<file path="src/rtl/lfcs_pkg.sv">
// Package for the LED flash-code sequencer.
// Holds the operation codes, register indexes, reset values and the shared structs.
// No dependencies.
`default_nettype none

package lfcs_pkg;

    typedef enum logic [1:0] {
        OP_TICK     = 2'd0,
        OP_REQUEST  = 2'd1,
        OP_OVERRIDE = 2'd2,
        OP_SET_LAMP = 2'd3
    } lfcs_op_t;

    localparam int CfgIndexWidth = 3;
    localparam int CfgDataWidth  = 8;

    typedef enum logic [CfgIndexWidth-1:0] {
        REG_TICK_PRESCALE       = 3'd0,
        REG_LONG_ON_STEPS       = 3'd1,
        REG_LONG_GAP_STEPS      = 3'd2,
        REG_LONG_END_GAP_STEPS  = 3'd3,
        REG_SHORT_ON_STEPS      = 3'd4,
        REG_SHORT_OFF_STEPS     = 3'd5,
        REG_PATTERN_PAUSE_STEPS = 3'd6
    } lfcs_reg_t;

    localparam logic [CfgDataWidth-1:0] RST_TICK_PRESCALE       = 8'd50;
    localparam logic [CfgDataWidth-1:0] RST_LONG_ON_STEPS       = 8'd12;
    localparam logic [CfgDataWidth-1:0] RST_LONG_GAP_STEPS      = 8'd4;
    localparam logic [CfgDataWidth-1:0] RST_LONG_END_GAP_STEPS  = 8'd6;
    localparam logic [CfgDataWidth-1:0] RST_SHORT_ON_STEPS      = 8'd3;
    localparam logic [CfgDataWidth-1:0] RST_SHORT_OFF_STEPS     = 8'd3;
    localparam logic [CfgDataWidth-1:0] RST_PATTERN_PAUSE_STEPS = 8'd24;

    typedef struct packed {
        logic [CfgDataWidth-1:0] tick_prescale;
        logic [CfgDataWidth-1:0] long_on_steps;
        logic [CfgDataWidth-1:0] long_gap_steps;
        logic [CfgDataWidth-1:0] long_end_gap_steps;
        logic [CfgDataWidth-1:0] short_on_steps;
        logic [CfgDataWidth-1:0] short_off_steps;
        logic [CfgDataWidth-1:0] pattern_pause_steps;
    } lfcs_cfg_t;

    typedef struct packed {
        logic led_on;
        logic pattern_active;
    } lfcs_result_t;

endpackage

`default_nettype wire

</file>
<file path="src/rtl/lfcs_seq.sv">
// Sequencer state and step logic of the LED flash-code sequencer.
// Updates the counters once per accepted item and gives the resulting LED status.
// Depends on lfcs_pkg.
`default_nettype none

module lfcs_seq
    import lfcs_pkg::*;
#(
    parameter int COUNTER_WIDTH = 8
) (
    input  wire logic         clk,
    input  wire logic         rst_n,
    input  wire logic         accept,
    input  wire logic [1:0]   operation,
    input  wire logic [7:0]   code,
    input  wire logic         lamp_value,
    input  wire lfcs_cfg_t    cfg,
    output lfcs_result_t      result
);

    logic [COUNTER_WIDTH-1:0] prescale_count_reg, prescale_count_next;
    logic [COUNTER_WIDTH-1:0] on_count_reg, on_count_next;
    logic [COUNTER_WIDTH-1:0] off_count_reg, off_count_next;
    logic [3:0]               long_left_reg, long_left_next;
    logic [3:0]               short_left_reg, short_left_next;
    logic [7:0]               pending_code_reg, pending_code_next;
    logic                     lamp_enabled_reg, lamp_enabled_next;
    logic                     led_level_reg, led_level_next;

    logic [COUNTER_WIDTH-1:0] prescale_inc;
    logic                     step;
    logic [3:0]               long_after;
    logic [3:0]               short_after;
    lfcs_op_t                 op;

    assign op          = lfcs_op_t'(operation);
    assign prescale_inc = prescale_count_reg + COUNTER_WIDTH'(1);
    assign step        = (prescale_inc == COUNTER_WIDTH'(cfg.tick_prescale));
    assign long_after  = long_left_reg - 4'd1;
    assign short_after = short_left_reg - 4'd1;

    always_comb
    begin
        prescale_count_next = prescale_count_reg;
        on_count_next       = on_count_reg;
        off_count_next      = off_count_reg;
        long_left_next      = long_left_reg;
        short_left_next     = short_left_reg;
        pending_code_next   = pending_code_reg;
        lamp_enabled_next   = lamp_enabled_reg;
        led_level_next      = led_level_reg;

        unique case (op)
            OP_TICK:
            begin
                prescale_count_next = step ? '0 : prescale_inc;
                if (step)
                begin
                    // Priority: on time, off time, long flashes, short flashes, pending code, lamp flag.
                    if (on_count_reg != '0)
                    begin
                        led_level_next = 1'b1;
                        on_count_next  = on_count_reg - COUNTER_WIDTH'(1);
                    end
                    else if (off_count_reg != '0)
                    begin
                        led_level_next = 1'b0;
                        off_count_next = off_count_reg - COUNTER_WIDTH'(1);
                    end
                    else if (long_left_reg != '0)
                    begin
                        long_left_next = long_after;
                        on_count_next  = COUNTER_WIDTH'(cfg.long_on_steps);
                        if (long_after != '0)
                            off_count_next = COUNTER_WIDTH'(cfg.long_gap_steps);
                        else if (short_left_reg != '0)
                            off_count_next = COUNTER_WIDTH'(cfg.long_end_gap_steps);
                        else
                            off_count_next = COUNTER_WIDTH'(cfg.pattern_pause_steps);
                    end
                    else if (short_left_reg != '0)
                    begin
                        short_left_next = short_after;
                        on_count_next   = COUNTER_WIDTH'(cfg.short_on_steps);
                        if (short_after != '0)
                            off_count_next = COUNTER_WIDTH'(cfg.short_off_steps);
                        else
                            off_count_next = COUNTER_WIDTH'(cfg.pattern_pause_steps);
                    end
                    else if (pending_code_reg != '0)
                    begin
                        long_left_next    = pending_code_reg[7:4];
                        short_left_next   = pending_code_reg[3:0];
                        pending_code_next = '0;
                    end
                    else if (lamp_enabled_reg)
                    begin
                        led_level_next = 1'b1;
                    end
                end
            end
            OP_REQUEST:
            begin
                if (pending_code_reg == '0)
                    pending_code_next = code;
            end
            OP_OVERRIDE:
            begin
                on_count_next     = '0;
                off_count_next    = '0;
                long_left_next    = '0;
                short_left_next   = '0;
                pending_code_next = code;
                led_level_next    = 1'b0;
            end
            OP_SET_LAMP:
            begin
                lamp_enabled_next = lamp_value;
                if (!lamp_value)
                    led_level_next = 1'b0;
            end
            default:
            begin
                led_level_next = led_level_reg;
            end
        endcase
    end

    always_ff @(posedge clk or negedge rst_n)
    begin
        if (!rst_n)
        begin
            prescale_count_reg <= '0;
            on_count_reg       <= '0;
            off_count_reg      <= '0;
            long_left_reg      <= '0;
            short_left_reg     <= '0;
            pending_code_reg   <= '0;
            lamp_enabled_reg   <= 1'b0;
            led_level_reg      <= 1'b0;
        end
        else if (accept)
        begin
            prescale_count_reg <= prescale_count_next;
            on_count_reg       <= on_count_next;
            off_count_reg      <= off_count_next;
            long_left_reg      <= long_left_next;
            short_left_reg     <= short_left_next;
            pending_code_reg   <= pending_code_next;
            lamp_enabled_reg   <= lamp_enabled_next;
            led_level_reg      <= led_level_next;
        end
    end

    // The result reflects the state after this item.
    assign result.led_on         = led_level_next;
    assign result.pattern_active = (on_count_next != '0) || (off_count_next != '0)
                                || (long_left_next != '0) || (short_left_next != '0)
                                || (pending_code_next != '0);

endmodule

`default_nettype wire

</file>
<file path="src/rtl/led_flash_code_sequencer.sv">
// LED flash-code sequencer, usage:
// An item on the input channel (operation, code, lamp_value) transfers at a clock
// edge with in_valid high and in_stall low. Operation 0 is a base tick, 1 requests
// a code if none is pending, 2 overrides with a new code, 3 sets the lamp flag.
// Every item produces exactly one result (led_on, pattern_active) on the output
// channel, which transfers when out_valid is high and out_stall is low.
// An item's result is registered in the output register, or in the skid entry while
// that is full. Throughput is one item per cycle while in_stall is low; the
// sequencer state updates in one pass of logic between state and output registers.
// A two-entry output buffer lets one item be accepted while a result waits; when the
// receiver stalls and both entries are full, in_stall goes high until one drains.
// The configuration registers are written via cfg_we, cfg_index and cfg_data; the
// user must write only while the block is idle (not enforced); index 7 is ignored.
// Reset (rst_n low, asynchronous) clears all counters, the pending code, the lamp
// flag and the LED, empties the output buffer and loads the default register values.
// Depends on lfcs_pkg, lfcs_seq.
`default_nettype none

module led_flash_code_sequencer
    import lfcs_pkg::*;
#(
    parameter int COUNTER_WIDTH = 8
) (
    input  wire logic                     clk,
    input  wire logic                     rst_n,
    input  wire logic                     in_valid,
    output logic                          in_stall,
    input  wire logic [1:0]               operation,
    input  wire logic [7:0]               code,
    input  wire logic                     lamp_value,
    output logic                          out_valid,
    input  wire logic                     out_stall,
    output logic                          led_on,
    output logic                          pattern_active,
    input  wire logic                     cfg_we,
    input  wire logic [CfgIndexWidth-1:0] cfg_index,
    input  wire logic [CfgDataWidth-1:0]  cfg_data
);

    lfcs_cfg_t    cfg_reg;
    lfcs_result_t step_result;
    lfcs_result_t out_reg;
    lfcs_result_t skid_reg;
    logic         out_valid_reg;
    logic         skid_valid_reg;
    logic         push;
    logic         pop;

    always_ff @(posedge clk or negedge rst_n)
    begin
        if (!rst_n)
        begin
            cfg_reg.tick_prescale       <= RST_TICK_PRESCALE;
            cfg_reg.long_on_steps       <= RST_LONG_ON_STEPS;
            cfg_reg.long_gap_steps      <= RST_LONG_GAP_STEPS;
            cfg_reg.long_end_gap_steps  <= RST_LONG_END_GAP_STEPS;
            cfg_reg.short_on_steps      <= RST_SHORT_ON_STEPS;
            cfg_reg.short_off_steps     <= RST_SHORT_OFF_STEPS;
            cfg_reg.pattern_pause_steps <= RST_PATTERN_PAUSE_STEPS;
        end
        else if (cfg_we)
        begin
            unique case (lfcs_reg_t'(cfg_index))
                REG_TICK_PRESCALE:       cfg_reg.tick_prescale       <= cfg_data;
                REG_LONG_ON_STEPS:       cfg_reg.long_on_steps       <= cfg_data;
                REG_LONG_GAP_STEPS:      cfg_reg.long_gap_steps      <= cfg_data;
                REG_LONG_END_GAP_STEPS:  cfg_reg.long_end_gap_steps  <= cfg_data;
                REG_SHORT_ON_STEPS:      cfg_reg.short_on_steps      <= cfg_data;
                REG_SHORT_OFF_STEPS:     cfg_reg.short_off_steps     <= cfg_data;
                REG_PATTERN_PAUSE_STEPS: cfg_reg.pattern_pause_steps <= cfg_data;
                default:                 cfg_reg                     <= cfg_reg;
            endcase
        end
    end

    assign in_stall = skid_valid_reg;
    assign push     = in_valid && !in_stall;
    assign pop      = out_valid_reg && !out_stall;

    lfcs_seq #(
        .COUNTER_WIDTH (COUNTER_WIDTH)
    ) u_seq (
        .clk        (clk),
        .rst_n      (rst_n),
        .accept     (push),
        .operation  (operation),
        .code       (code),
        .lamp_value (lamp_value),
        .cfg        (cfg_reg),
        .result     (step_result)
    );

    always_ff @(posedge clk or negedge rst_n)
    begin
        if (!rst_n)
        begin
            out_valid_reg  <= 1'b0;
            skid_valid_reg <= 1'b0;
        end
        else if (pop)
        begin
            // A full skid entry blocks new transfers, so only one source refills.
            out_valid_reg  <= skid_valid_reg || push;
            skid_valid_reg <= 1'b0;
        end
        else if (push)
        begin
            if (out_valid_reg)
                skid_valid_reg <= 1'b1;
            else
                out_valid_reg <= 1'b1;
        end
    end

    always_ff @(posedge clk)
    begin
        if (pop)
        begin
            out_reg <= skid_valid_reg ? skid_reg : step_result;
        end
        else if (push)
        begin
            if (out_valid_reg)
                skid_reg <= step_result;
            else
                out_reg <= step_result;
        end
    end

    assign out_valid      = out_valid_reg;
    assign led_on         = out_reg.led_on;
    assign pattern_active = out_reg.pattern_active;

endmodule

`default_nettype wire

</file>
<file path="config.mk">
export PLATFORM = sky130hd
export DESIGN_NAME = led_flash_code_sequencer
export DESIGN_NICKNAME = d
export VERILOG_FILES = /design/src/rtl/lfcs_pkg.sv /design/src/rtl/lfcs_seq.sv /design/src/rtl/led_flash_code_sequencer.sv
export SDC_FILE = /design/constraint.sdc
export NUM_CORES = 1
export LEC_CHECK = 0
export ABC_AREA = 1
export BUFFER_PORTS_ARGS = -buffer_cell sky130_fd_sc_hd__buf_2
export CORE_MARGIN = 3
export CORE_UTILIZATION = 40
export CTS_CLUSTER_SIZE = 8
export DETAILED_ROUTE_END_ITERATION = 8
export MAX_ROUTING_LAYER = met4
export SETUP_SLACK_MARGIN = 0.3
export SLEW_MARGIN = 20
export SYNTH_ARGS = -nofsm -noshare
export SYNTH_HDL_FRONTEND = slang
export SYNTH_SLANG_ARGS = --single-unit
</file>
<file path="constraint.sdc">
create_clock -name clk -period 3.85 [get_ports clk]
set_clock_uncertainty 0.15 [all_clocks]
set_input_delay 0.77 -clock clk [delete_from_list [all_inputs] [get_ports clk]]
set_output_delay 0.77 -clock clk [all_outputs]
set_load 0.005 [all_outputs]
</file>
# Yosys cells after proc, flatten, opt, wreduce, memory -nomap -nowiden
# Index checks and enable logic that the tools add are counted.
# op_classes
n_addsub,5
multipliers,0
div_mod_pow,0
order_cmp,0
eq_ne,11
n_shift,0
muxes,56
bitwise_logic,1
n_reduce_logical,38
# op_table
cell,count
two-way mux 8 bit,21
two-way mux 4 bit,12
nonzero test 8 bit,6
case mux 8 bit (2 select lines),2
case mux 8 bit (3 select lines),1
nonzero test 4 bit,6
AND reduction 2 bit,11
case mux 4 bit (2 select lines),2
"subtractor 8 x 1 -> 8 bit, second input constant",2
two-way mux 1 bit,13
"equality test 3 bit, second input constant",3
"adder 8 x 1 -> 8 bit, second input constant",1
equality test 8 bit,1
logical NOT 8 bit,1
two-way mux 2 bit,4
"subtractor 4 x 1 -> 4 bit, second input constant",2
"equality test 3 x 2 -> 1 bit, second input constant",2
logical OR 1 bit,5
"equality test 2 bit, second input constant",2
nonzero test 2 bit,2
"equality test 3 x 1 -> 1 bit, second input constant",1
logical NOT 3 bit,1
case mux 1 bit (3 select lines),1
AND reduction 3 bit,1
other kinds (6),8
# totals
regBits,104
latch_bits,0
ram_bits,0
rom_bits,0
n_memories,0

# Logic depth before layout (Yosys ltp)
# Gate-level depths: netlist (run 1).
# depth
ltp_word,17
ltp_mapped,21
depth_no_buf,21

# Modules after synthesis
# Synthesis (run 1) repeated with hierarchy kept, for this count alone.
# hier_totals
cells_unflattened,1061
hier_area_um2,7044.3
# modules_own_cells
mod,instances,cells_per_inst,area_each_um2,seq_area_each_um2
lfcs_seq,1,783,4468.0,1051.0
led_flash_code_sequencer,1,278,2576.2,1589.0

# Worst setup path before layout (run 1)
# OpenSTA, ideal clock, no wires.
# synth_path
kind,register to register
from,reg u_seq.prescale_count_reg[0]
to,reg out_reg (netlist bit pattern_active) (data pin)
setup_ps,252
arrival_ps,2195
required_ps,3448
path_slack_ps,1253
stages_incl_launch_ff,22
path_cell_list,dfrtp_1 -> ha_1 -> inv_1 -> nand2_1 -> nand2_1 -> nand2_1 -> nand2_2 -> nand2_1 -> nor2_2 -> nand3_2 -> nor2_4 -> nand3_4 -> nor2_8 -> nand2_1 -> nand3_1 -> nand2_1 -> nor2_1 -> nand2_1 -> nor2_1 -> nand3_2 -> nand2_1 -> nand2_1
# synth_lines
item,line,text
start: declaration,lfcs_seq.sv:21,"logic [COUNTER_WIDTH-1:0] prescale_count_reg, prescale_count_next;"
start signal: assignment,lfcs_seq.sv:144,prescale_count_reg <= prescale_count_next;
end signal: assignment,led_flash_code_sequencer.sv:119,out_reg <= skid_valid_reg ? skid_reg : step_result;
end signal: assignment,led_flash_code_sequencer.sv:126,out_reg <= step_result;
end: declaration,led_flash_code_sequencer.sv:42,lfcs_result_t out_reg;

==> impl_results.md, run 1 <==
* Final Slew Violations at 0
* Htree depth at 3
* # setup viols final at 0
* Worst-margin pin slew at 0.9202 ns
* Number of placement rows at 47
* Initial core utilization at 41.32%
* Worst setup margin at 0.5984 ns
* Layout cells sized above 1 at 13.93%
* Vias per Instance at 5.196
* Max reg flops at 56
* Drt wl/cell at 15.38 µm
* M1 WL at 9161 µm
* Buf/Inv on CP at 2
* Number of I/O port buffers at 30
* Total number of vias at 6703
* Die width at 137.6 µm
* Fraction of the cycle the final worst path needs at 84.46%
* Sw Ratio at 49.84%
* Rel. slew slack at 38.58%
* Slowest-stage cell, CP: dfrtp_1
* Cells along the critical path: inv_1, ha_1, nand3_1, inv_2, nand2_1, nor2_1, nand4_4, nand2_1, nand2_1, nor2_1, nand2_1, nor2_1, nand2_1, nor2_2, nand3_2, nand2_1, nand2_1
* Clock transition at the registers of the reported paths at 0.08 ns
* Fin Hold WS at 0.2782 ns
* Postcts setup bufs at 0
* DR WL met2 at 9534 µm
* Startpoint types: register
* Syn Nets at 1068
* P_leak at 3.855 nW
* Post-synth design cell area at 6925 µm²
* DP Wirelength at 14740 µm
* Non-Filler Instances at 1290
* Crit path max fanout at 8
* Vias in the first global route at 6252
* Synth Warn # at 0
* Overall routed net length at 19840 µm
* CTS tree: yes
* Setup TNS at 0 ns
* Slowest stage delay, CP at 0.45 ns
* Post-synth ARST share at 96.15%
* Commonest cells after routing, fill and taps aside: nand2_1, o21ai_0, nand3_1, inv_1, dfrtp_1
* Avg Cell Area, Syn at 6.704 µm²
* Total core area at 16760 µm²
* Fmax at 307.5 MHz
* Placed Area at 7392 µm²
* Antenna viol nets, final at 0
* Worst skew pair latency at 0.37 ns
* Final Hold Viols at 0
* Internal power at 3.048 mW
* CP top delay family: simple AND/OR/NAND/NOR gates
* DR WL met3 at 849 µm
* Logic pwr share at 56.0%
* Iteration-0 DRC Markers at 432
* RSZ-0062 raised after global routing: no
* Maxcap violations at 0
* Count of different cell masters after synthesis at 39
* Pin count of the biggest net entering global routing at 57
* Sequential fraction of the synthesis area at 38.12%
* Tot Pwr at 6.076 mW
* Final core occ at 45.87%
* Clock power frac at 15.3%
* GRT overflow at 0
* Maximum vdd drop at 0.3708 mV
* Power per Cell Area at 790.4 nW/µm²
* Flop pwr share at 28.7%
* Cell count after synthesis at 1033
* Ant. Diodes at 0
* # fillers at 1746
* CTS Buf Count at 9
* WP data arrival at 3.22 ns
* Clock tree buffer depth at 2
* First-pass DRT Iterations at 5
* Placed cell count at 1274
* Post-synth EDFFs at 4
* Min cycle time layout at 3.252 ns
* Die area at 18930 µm²
* Total track usage at 22.55%
* Gp weighted congestion at 0.9069
* Ranking of synthesized cells by area: dfrtp_1, nand2_1, o21ai_0
* Clock sinks at 104
* Worst path most repeated cell: nand2_1
* Worst endpoint required time at 3.82 ns
* Area grow syn2layout at 11.00%
* FF+latch count, synth at 104
* Initial antenna violation count at 0
* Pre-CTS setup slack at 0.5943 ns
* CP Capture Type: register
* Clk root buf: clkbuf_16
* Most used DFF post-synth: dfrtp_1
* Top Layer Used: met4
* Final nets at 1100
* Post-synth top area share at 31.07%
* Synth area leader: dfrtp_1
* Final non-filler cell area at 7687 µm²
* NetSw at 3.028 mW
* Commonest non-fill, non-tap cell in the layout: nand2_1
* Drt drc at 0
* Worst hold path class: input pin to async pin
* First-pass GRT wire length at 32240 µm
* Chip Height at 137.6 µm
* Boundary pin count at 31
* Status: complete, no violations
* Crit Path Category: register to register
-- cells by family after synthesis --
| kind of cell | count (synthesis) | share of synthesized area, % |
|---|---|---|
| multiplexers | 2 | 0.3252 |
| flip-flops | 104 | 38.12 |
| AO/OA/AOI/OAI | 167 | 12.66 |
| buffers and inverters | 144 | 8.166 |
| AND/OR/NAND/NOR | 605 | 38.90 |
| adder cells (fa/ha/maj) | 8 | 1.445 |
| XOR/XNOR | 3 | 0.3795 |
-- final timing paths --
path | startpoint | endpoint | slack [ns] | depth (start not counted)
worst max-delay path | u_seq.long_left_reg[0] | pattern_active | 0.60 | 17
worst min-delay path | rst_n | u_seq.pending_code_reg[0] | 0.28 | 1
worst max register to register | u_seq.long_left_reg[0] | pattern_active | 0.60 | 17
worst min register to register | cfg_reg[45] | cfg_reg[45] | 0.34 | 2
max in group asynchronous | rst_n | cfg_reg[26] | 2.49 | 2
min in group clk | cfg_reg[45] | cfg_reg[45] | 0.34 | 2
-- cell usage after synthesis (5+ instances only) --
cell type,number
or2_2,14
o22ai_1,8
a31oi_1,6
nor2_1,69
dfrtp_1,86
buf_2,5
nand2_1,364
nand3_2,7
clkbuf_1,18
nand3_1,106
o211ai_1,6
nor2_2,12
o21ai_0,123
inv_1,104
a21oi_1,14
dfstp_2,14
nand4_1,9
nand2_2,11
ha_1,8
inv_2,7
o21ai_1,7
-- power by group through the flow --
stage | clock (mW) | sequential (mW) | combinational (mW)
finish | 0.932 | 1.74 | 3.40
global route | 0.995 | 1.79 | 3.87
CTS | 0.958 | 1.74 | 3.39
detailed placement | 0 | 1.75 | 3.38
global placement | 0 | 1.75 | 3.37
floorplan | 0 | 1.65 | 2.49
-- per-layer routing --
layer | track usage (%) | vias to the layer above
li1 | - | 3389
met1 | 29.69 | 3125
met2 | 36.90 | 166
met3 | 2.958 | 23
met4 | 5.876 | 0
met5 | - | -
-- layout make-up --
| cell class | count | area, µm² | area share, % |
|---|---|---|---|
| Multi-Input combinational cell | 785 | 3727 | 48.49 |
| Sequential cell | 104 | 2640 | 34.34 |
| Inverter | 114 | 431.7 | 5.615 |
| Timing Repair Buffer | 51 | 322.8 | 4.199 |
| Tap cell | 220 | 275.3 | 3.581 |
| Clock buffer | 10 | 229.0 | 2.979 |
| Clock inverter | 6 | 61.31 | 0.7975 |
-- what timing repair did --
action                     4_1_cts  5_1_grt
gates resized for setup          0        1
setup endpoints to repair        0        1
hold buffers                     0        0
(Power assumes the default switching activity.)
==> inputs of run 2 (changes only) <==
clock period = 2.8 ns   (was 3.85 ns; I/O delays follow)
==> impl_results.md, run 2 (synthesized netlist as in run 1, its figures left out) <==
* Reg-to-reg slack, setup at -0.007 ns (-0.61 ns)
* Maximum vdd drop at 0.4707 mV (+27%)
* # setup viols final at 1 (+1)
* Slowest stage delay, CP at 0.38 ns (-0.07 ns)
* DP Wirelength at 14920 µm (+1.2%)
* Total track usage at 23.04% (+0.48 points)
* Placed Area at 8105 µm² (+9.6%)
* Final Hold Viols at 0 (unchanged)
* Worst reg2reg path depth at 19 (+2)
* Non-Filler Instances at 1375 (+6.6%)
* Final Slew Violations at 0 (unchanged)
* Total number of vias at 6915 (+3.2%)
* CTS Buf Count at 9 (unchanged)
* Commonest cells after routing, fill and taps aside: nand2_1, o21ai_0, inv_1, nand3_1, buf_4
* Cells along the critical path: inv_1, ha_2, nand3_2, buf_6, inv_2, nand2_1, buf_4, nor2_4, nand4_4, nand2_1, nand2_1, nor2_2, nand2_1, nor2_2, nand2_1, nor2_1, nand3_2, nand2_1, nand2_1
* WP data arrival at 2.77 ns (-0.45 ns)
* First-pass GRT wire length at 33230 µm (+3.1%)
* Clock tree buffer depth at 2 (unchanged)
* Worst hold path class: input pin to async pin
* CTS tree: yes
* Hold buffers post-CTS at 0 (unchanged)
* Min cycle time layout at 2.807 ns (-0.4449 ns)
* Chip Height at 137.6 µm (unchanged)
* Crit path from: u_seq.long_left_reg[1]
* Failing checks: setup timing
* Rel. slew slack at 60.66% (+22 points)
* Vias in the first global route at 6450 (+3.2%)
* Drt drc at 0 (unchanged)
* CP Capture Type: register
* Antenna viol nets, final at 0 (unchanged)
* Worst path most repeated cell: nand2_1
* Total core area at 16760 µm² (unchanged)
* Status: complete, but fails checks
* Worst endpoint required time at 2.77 ns (-1.05 ns)
* Fin Hold WS at 0.01218 ns (-0.2660 ns)
* Initial antenna violation count at 0 (unchanged)
* R2r endpoint: pattern_active
* Clock sinks at 104 (unchanged)
* First-pass DRT Iterations at 5 (unchanged)
* Drt wl/cell at 14.63 µm (-4.9%)
* Overall routed net length at 20120 µm (+1.4%)
* Boundary pin count at 31 (unchanged)
* CP top delay family: simple AND/OR/NAND/NOR gates
* Critical path depth at 19 (+2)
* Layout cells sized above 1 at 22.77% (+8.8 points)
* Max reg flops at 56 (unchanged)
* Maxcap violations at 0 (unchanged)
* Die width at 137.6 µm (unchanged)
* RSZ-0062 raised after global routing: yes
* Buf/Inv on CP at 4 (+2)
* Initial core utilization at 41.32% (unchanged)
* Placed cell count at 1356 (+6.4%)
* Clock transition at the registers of the reported paths at 0.08 ns (about the same)
* Gp weighted congestion at 0.9055 (-0.15%)
* Number of I/O port buffers at 30 (unchanged)
* Final nets at 1185 (+7.7%)
* Clk root buf: clkbuf_16
* Worst skew pair latency at 0.36 ns (about the same)
* Vias per Instance at 5.029 (-3.2%)
* Htree depth at 3 (unchanged)
* GRT overflow at 0 (unchanged)
* Final core occ at 51.18% (+5.3 points)
* Fmax at 356.3 MHz (+16%)
* Number of placement rows at 47 (unchanged)
* Final non-filler cell area at 8578 µm² (+12%)
* Iteration-0 DRC Markers at 439 (+1.6%)
* Crit path max fanout at 8 (unchanged)
* Ant. Diodes at 0 (unchanged)
* Commonest non-fill, non-tap cell in the layout: nand2_1
* P_leak at 4.325 nW (+12%)
* Startpoint types: register
* Reg2reg start: u_seq.long_left_reg[1]
* CP Capture Point: pattern_active
* Die area at 18930 µm² (unchanged)
* Fraction of the cycle the final worst path needs at 100.2% (+16 points)
* Pin count of the biggest net entering global routing at 51 (-11%)
* Worst setup margin at -0.006699 ns (-0.6051 ns)
* Worst-margin pin slew at 0.5884 ns (-0.3318 ns)
* Slowest-stage cell, CP: dfrtp_1
* Crit Path Category: register to register
* Area grow syn2layout at 23.87%
* Power per Cell Area at 1118 nW/µm² (+41%)
-- run 2: cell type report --
cell class	instances	area (µm²)
inverters	114	435.4
clock buffers	10	229.0
multi-input cells	785	3864
well taps	220	275.3
flip-flops and latches	104	2643
fillers	1699	8182
clock inverters	6	92.59
repair buffers	136	1040
-- run 2: through the flow --
stage | setup WS [ns] | setup TNS [ns] | total power [mW]
2_1_floorplan | 0.2075 | 0 | 5.739
3_3_place_gp | -0.07523 | -0.07523 | 7.917
5_1_grt | -0.2134 | -0.3101 | 10.46
3_5_place_dp | -0.08909 | -0.08909 | 7.955
4_1_cts | 0.01024 | 0 | 9.499
6_report | -0.006699 | -0.006699 | 9.591
-- run 2: power by group --
group / switching, mW / internal (mW) / total (mW) / leakage (nW)
registers: 0.365 / 1.97 / 2.33 / 1.28
logic: 3.42 / 2.43 / 5.84 / 2.89
clock network: 0.622 / 0.794 / 1.42 / 0.155
total: 4.40 / 5.19 / 9.59 / 4.32
-- run 2: worst min path at each step --
stage          slack, ns  cells past startpoint                     endpoint        start
6_report            0.01                      1  u_seq.prescale_count_reg[6]        rst_n
4_1_cts             0.03                      1  u_seq.prescale_count_reg[6]        rst_n
2_1_floorplan       0.11                      0                   cfg_reg[0]        rst_n
5_1_grt             0.06                      1  u_seq.prescale_count_reg[6]        rst_n
3_5_place_dp        0.32                      2                  cfg_reg[29]  cfg_reg[29]
3_3_place_gp        0.31                      2                  cfg_reg[27]  cfg_reg[27]
-- run 2: layer usage --
metal | global-route usage [%] | share of wire (%) | vias to the layer above | wire (µm)
met4 | 7.095 | 1.9 | 0 | 391
met3 | 2.776 | 4.4 | 25 | 881
li1 | - | - | 3561 | -
met1 | 32.15 | 48 | 3167 | 9754
met5 | - | 0 | - | 0
met2 | 35.20 | 45 | 162 | 9091
-- run 2: repair_timing --
action / CTS / global route
gates resized for setup: 16 / 19
endpoints found under the setup margin: 10 / 17
pin swaps: 8 / 6
hold endpoints to repair: 0 / 0
buffers inserted: 2 / 1
